File: config.mk
export PLATFORM = sky130hd
export DESIGN_NAME = base32_stream_encoder_top
export DESIGN_NICKNAME = d
export VERILOG_FILES = /design/src/rtl/b32se_pkg.sv /design/src/rtl/base32_stream_encoder_top.sv
export SDC_FILE = /design/constraint.sdc
export NUM_CORES = 1
export LEC_CHECK = 0
export CORE_UTILIZATION = 40
export DETAILED_ROUTE_END_ITERATION = 7
export DONT_BUFFER_PORTS = 1
export SYNTH_ARGS = -nofsm -noshare
export SYNTH_HDL_FRONTEND = slang
export SYNTH_SLANG_ARGS = --single-unit
File: constraint.sdc
create_clock -name clk -period 3.95 [get_ports clk]
set_input_delay 0.9875 -clock clk [delete_from_list [all_inputs] [get_ports clk]]
set_output_delay 0.9875 -clock clk [all_outputs]
set_load 0.03 [all_outputs]
File: src/rtl/b32se_pkg.sv
// package for the base32 stream encoder
// holds the alphabet select codes, the four character tables and the lookup
// function; no dependencies
package b32se_pkg;

	localparam int unsigned ByteW   = 8;
	localparam int unsigned GroupW  = 5;
	localparam int unsigned SelW    = 2;
	localparam int unsigned MaxChars = 3;

	localparam logic [GroupW-1:0] GROUP_MASK = 5'h1F;

	typedef enum logic [SelW-1:0] {
		ALPHA_RFC4648   = 2'd0,
		ALPHA_HEX       = 2'd1,
		ALPHA_ZBASE32   = 2'd2,
		ALPHA_CROCKFORD = 2'd3
	} alpha_sel_t;

	typedef logic [ByteW-1:0] char_t;

	// first character sits in the top byte of each string
	localparam logic [32*ByteW-1:0] RFC4648_CHARS   = "ABCDEFGHIJKLMNOPQRSTUVWXYZ234567";
	localparam logic [32*ByteW-1:0] HEX_CHARS       = "0123456789ABCDEFGHIJKLMNOPQRSTUV";
	localparam logic [32*ByteW-1:0] ZBASE32_CHARS   = "ybndrfg8ejkmcpqxot1uwisza345h769";
	localparam logic [32*ByteW-1:0] CROCKFORD_CHARS = "0123456789ABCDEFGHJKMNPQRSTVWXYZ";

	function automatic char_t char_lookup(alpha_sel_t sel, logic [GroupW-1:0] group);
		logic [GroupW-1:0] pos;
		char_t ch;
		pos = ~(group & GROUP_MASK);
		case (sel)
			ALPHA_RFC4648:   ch = RFC4648_CHARS[ByteW*pos +: ByteW];
			ALPHA_HEX:       ch = HEX_CHARS[ByteW*pos +: ByteW];
			ALPHA_ZBASE32:   ch = ZBASE32_CHARS[ByteW*pos +: ByteW];
			ALPHA_CROCKFORD: ch = CROCKFORD_CHARS[ByteW*pos +: ByteW];
			default:         ch = RFC4648_CHARS[ByteW*pos +: ByteW];
		endcase
		return ch;
	endfunction

endpackage

File: src/rtl/base32_stream_encoder_top.sv
// base32 stream encoder, unpadded, four selectable alphabets
// depends on b32se_pkg for the tables and the lookup function
//
// usage:
//  input channel (in_valid / in_stall) carries one byte of a message per item,
//  data_byte msb first, byte_last on the final byte of the message.
//  output channel (out_valid / out_stall) carries one character per item,
//  char_last on the final character of the message.
//  cfg_write loads alphabet_select from cfg_data[1:0]; write only while idle.
// timing:
//  a byte is registered, then encoded in one pass into a character buffer of
//  up to three entries; the first character is offered once the buffer has
//  been loaded from the input register.
//  each byte gives one or two characters; a last byte with bits over gives
//  one more, up to three. the buffer drains one character a cycle while
//  out_stall is low, and the next byte is taken in the cycle its
//  predecessor's last character leaves.
// reset:
//  clears both stages, the leftover bits and count, and selects rfc 4648.
// stall:
//  a stalled character holds; once the buffer and input register are both
//  full, in_stall rises until the buffer's last character is taken.
module base32_stream_encoder_top (
	input  logic       clk,
	input  logic       arst_n,
	input  logic       cfg_write,
	input  logic [1:0] cfg_data,
	input  logic       in_valid,
	output logic       in_stall,
	input  logic [7:0] data_byte,
	input  logic       byte_last,
	output logic       out_valid,
	input  logic       out_stall,
	output logic [7:0] code_char,
	output logic       char_last
);

	b32se_pkg::alpha_sel_t alpha_q;

	logic       valid_s1;
	logic [7:0] byte_s1;
	logic       last_s1;

	logic [3:0] bits_q;
	logic [2:0] count_q;

	logic             valid_s2;
	b32se_pkg::char_t chars_s2 [b32se_pkg::MaxChars];
	logic [1:0]       nchar_s2;
	logic [1:0]       idx_s2;
	logic             last_s2;

	logic        take_out, final_take, buf_free, advance, in_accept;
	logic [2:0]  cnt;
	logic [11:0] acc, tail, mask;
	logic [3:0]  total, rem;
	logic [4:0]  g0, g1, gfin;
	logic        two_groups, has_tail;
	logic [1:0]  nchar;

	assign take_out   = valid_s2 && !out_stall;
	assign final_take = take_out && (idx_s2 == nchar_s2 - 2'd1);
	assign buf_free   = !valid_s2 || final_take;
	assign advance    = valid_s1 && buf_free;
	assign in_stall   = valid_s1 && !buf_free;
	assign in_accept  = in_valid && !in_stall;

	assign out_valid = valid_s2;
	assign code_char = chars_s2[idx_s2];
	assign char_last = last_s2 && (idx_s2 == nchar_s2 - 2'd1);

	// encode the registered byte against the leftover bits
	always_comb begin
		cnt        = (count_q > 3'd4) ? 3'd4 : count_q;
		acc        = {4'(bits_q & ((4'd1 << cnt) - 4'd1)), byte_s1};
		total      = 4'(cnt) + 4'd8;
		two_groups = (total >= 4'd10);
		g0         = 5'(acc >> (total - 4'd5));
		g1         = 5'(acc >> (total - 4'd10));
		rem        = two_groups ? (total - 4'd10) : (total - 4'd5);
		mask       = (12'd1 << rem) - 12'd1;
		tail       = acc & mask;
		gfin       = 5'(tail << (4'd5 - rem));
		has_tail   = last_s1 && (rem != 4'd0);
		nchar      = (two_groups ? 2'd2 : 2'd1) + (has_tail ? 2'd1 : 2'd0);
	end

	always_ff @(posedge clk or negedge arst_n) begin
		if (!arst_n) begin
			alpha_q <= b32se_pkg::ALPHA_RFC4648;
		end else if (cfg_write) begin
			alpha_q <= b32se_pkg::alpha_sel_t'(cfg_data);
		end
	end

	always_ff @(posedge clk or negedge arst_n) begin
		if (!arst_n) begin
			valid_s1 <= 1'b0;
		end else if (in_accept) begin
			valid_s1 <= 1'b1;
		end else if (advance) begin
			valid_s1 <= 1'b0;
		end
	end

	always_ff @(posedge clk) begin
		if (in_accept) begin
			byte_s1 <= data_byte;
			last_s1 <= byte_last;
		end
	end

	always_ff @(posedge clk or negedge arst_n) begin
		if (!arst_n) begin
			bits_q  <= 4'd0;
			count_q <= 3'd0;
		end else if (advance) begin
			if (last_s1) begin
				bits_q  <= 4'd0;
				count_q <= 3'd0;
			end else begin
				bits_q  <= tail[3:0];
				count_q <= rem[2:0];
			end
		end
	end

	always_ff @(posedge clk or negedge arst_n) begin
		if (!arst_n) begin
			valid_s2 <= 1'b0;
			idx_s2   <= 2'd0;
		end else if (advance) begin
			valid_s2 <= 1'b1;
			idx_s2   <= 2'd0;
		end else if (final_take) begin
			valid_s2 <= 1'b0;
			idx_s2   <= 2'd0;
		end else if (take_out) begin
			idx_s2 <= idx_s2 + 2'd1;
		end
	end

	// tail character lands after however many full groups there were
	always_ff @(posedge clk) begin
		if (advance) begin
			chars_s2[0] <= b32se_pkg::char_lookup(alpha_q, g0);
			chars_s2[1] <= two_groups ? b32se_pkg::char_lookup(alpha_q, g1)
			                          : b32se_pkg::char_lookup(alpha_q, gfin);
			chars_s2[2] <= b32se_pkg::char_lookup(alpha_q, gfin);
			nchar_s2    <= nchar;
			last_s2     <= last_s1;
		end
	end

endmodule
==> impl_results.md <==
* Multi-input gate area at ~4000 um^2
* Grt ovf at 0
* Worst setup margin at 253.7 ps
* Iter 0 DRT Violations at just under 900
* Final core occ at 0.4504
* Largest net degree at the start of global routing at 36
* Synth Area per Inst at 7.254 um^2
* Worst slew pin tran at slightly above 900 ps
* Area grow syn2layout at 8.959%
* Pre-Repair DR Iteration Count at 6
* Core ar. at about 14,000 um^2
* Final setup TNS at 0 ps
* Final min period at 3696 ps
* Most frequent cell after synthesis: nand2_1
* DRT Wirelength at between 20,000 and 25,000 um
* Synth Flop Type: edfxtp_1
* HP Class: in2async
* Worst-Skew Late Latency at slightly below 300 ps
* Post-synth top cells: 92 x nand2_1, 75 x a21oi_1, 68 x nor2_1, 66 x o21ai_0, 65 x clkbuf_1
* Clk slew on worst S/H paths at around 60 ps
* CP startpoint kind: register
* Final Non-Filler Cells at 958
* Cells after synthesis at about 800
* Clock tree buffer depth at 2
* Layout fillers at about 1,400
* Number of global-route vias before repair at around 6,100
* Netlist Area Pre-Place at 5782 um^2
* Hold_buf cts at 0
* Post-synth cell types at just over 80
* Tot GR Track Use at 0.2992
* Area occupied by registers at 1316 um^2
* CTS root buffer: clkbuf_16
* Postcts setup bufs at 0
* Post-Place Setup Slack at just over 300 ps
* Diode count at 0
* Row count at 43
* Post-DRT Antenna Nets at 0
* Max cap viols at 0
* Synth area leaders: edfxtp_1 17%, a21oi_1 6.5%, nand2_1 6.0%
* Avg Vias per Cell at 6.864
* WP data required at 3980 ps
* Starting utilization of the core area at 0.4133
* Share of the synthesized area in the top cell type at 0.1714
* Initial antenna violation count at 0
* Max-slew headroom at 0.3751
* CP endpoint kind: register
* Clock Skews at about 7.6 ps
* I/O Pins at 27
* H-tree depth at 2
* Global-route wire length before repair at about 35,000 um
* Register area share after synthesis at 0.2277
* Clock sinks at 46
* Routability cong. at slightly below 1
* Post-cts resize count at 0
* Worst-path fanout max at 15
* Post-synthesis async set-or-reset flop share at 0.2826
* IO buf count at 0
* Critical path arrival at roughly 3700 ps
* Fmax at 270.5 MHz
* Area leader, netlist: edfxtp_1
* Path type of the worst setup path: reg2reg
* Final hold violations at 0
* Total die area at approximately 15,000 um^2
* Average wire per standard cell at approximately 23 um
* # nets final at between 800 and 900
* Post-DP HPWL at 15,920 um
* Final Cycle Share at 0.9358
* Height of the die at approximately 120 um
* Placed Cells at 950
* Pins Over Slew Limit at 0
* Post-synth EDFFs at 33
* Ratio of cells with drive above 1 in the final layout at 0.1311
* Outcome: complete, no violations
* Via count at approximately 6,600
* Yosys warning count at 0
* Register bit total from synthesis at 46
* TritonCTS clock tree: done
* Total clock buffers created by CTS at 5
* Die Wd at around 120 um
* Drt drc at 0
* RSZ-0062 raised after global routing: false
* Post-Syn Nets at around 820
* Final setup viols at 0
## sequential cells by signal, indices dropped and copies added, names as in the netlist
register,cells
bits_q,4
last_s1,1
alpha_q,2
last_s2,1
chars_s2,21
nchar_s2,2
byte_s1,8
valid_s1,1
idx_s2,2
out_valid,1
count_q,3
## logic make-up (layout without fill, tap and decap cells)
group | after synthesis | count (layout) | share of synthesized area
AOI/OAI and AO/OA | 329 | 329 | 0.3852
and+or+nand+nor | 262 | 262 | 0.2112
buffers and inverters | 114 | 95 | 0.08418
DFF | 46 | 46 | 0.2277
muxes | 27 | 27 | 0.05670
adders and majority gates | 11 | 11 | 0.02380
xor gates and xnor gates | 7 | 7 | 0.01060
other | 1 | 1 | 0.0006486
## cell type report
class,count,share of cell area
inverters,19,0.01132
clock buffers,7,0.02264
flip-flops and latches,46,0.2089
well taps,180,0.03575
clock inverters,1,0.004767
repair buffers,68,0.08302
multi-input cells,637,0.6336
## path summary, 6_finish.rpt
kind                            start              to  slack, ps  cells past startpoint
max in group asynchronous      arst_n      count_q[2]       3490                      0
min in group clk            bits_q[3]       bits_q[3]        500                      2
setup / recovery           count_q[2]  chars_s2[0][2]        250                     11
setup reg to reg           count_q[2]  chars_s2[0][2]        250                     11
hold reg to reg             bits_q[3]       bits_q[3]        500                      2
hold / removal                 arst_n       out_valid        380                      0
## worst max-delay path, cell delays in order, from the launching register on
cell and delay [ps]:
dfrtp_1 430, nor2b_4 140, inv_1 80, ha_1 380, inv_1 170, mux4_2 540
nor2_1 230, or2_2 340, nor2_1 130, a221oi_1 310, o22ai_1 140, or4b_1 540
## per-stage QoR
stage | hold WS [ps] | instance area, um^2
6_report | 382.4 | 6300
3_5_place_dp | 487.6 | 6115
4_1_cts | 379.6 | 6287
2_1_floorplan | 450.2 | 5782
3_3_place_gp | 476.2 | 6115
5_1_grt | 374.6 | 6300
## routing by layer
layer	vias up	GRT usage	wire, um
met5	-	0	0
met4	0	0.1006	497
met3	43	0.04229	2081
met2	412	0.4698	9916
met1	3128	0.4184	9463
li1	2993	-	-
## cell usage in the layout (no fill, tap or decap), types with 19 or more instances in the layout
| cell type | instances |
|---|---|
| a211oi_1 | 21 |
| a21oi_1 | 75 |
| buf_4 | 67 |
| edfxtp_1 | 33 |
| inv_1 | 19 |
| nand2_1 | 92 |
| nand3_1 | 21 |
| nor2_1 | 68 |
| nor3_1 | 24 |
| o21ai_0 | 65 |
Power is not shown: default switching activity piles up to over one toggle a cycle in this logic, so the estimate is an artifact.
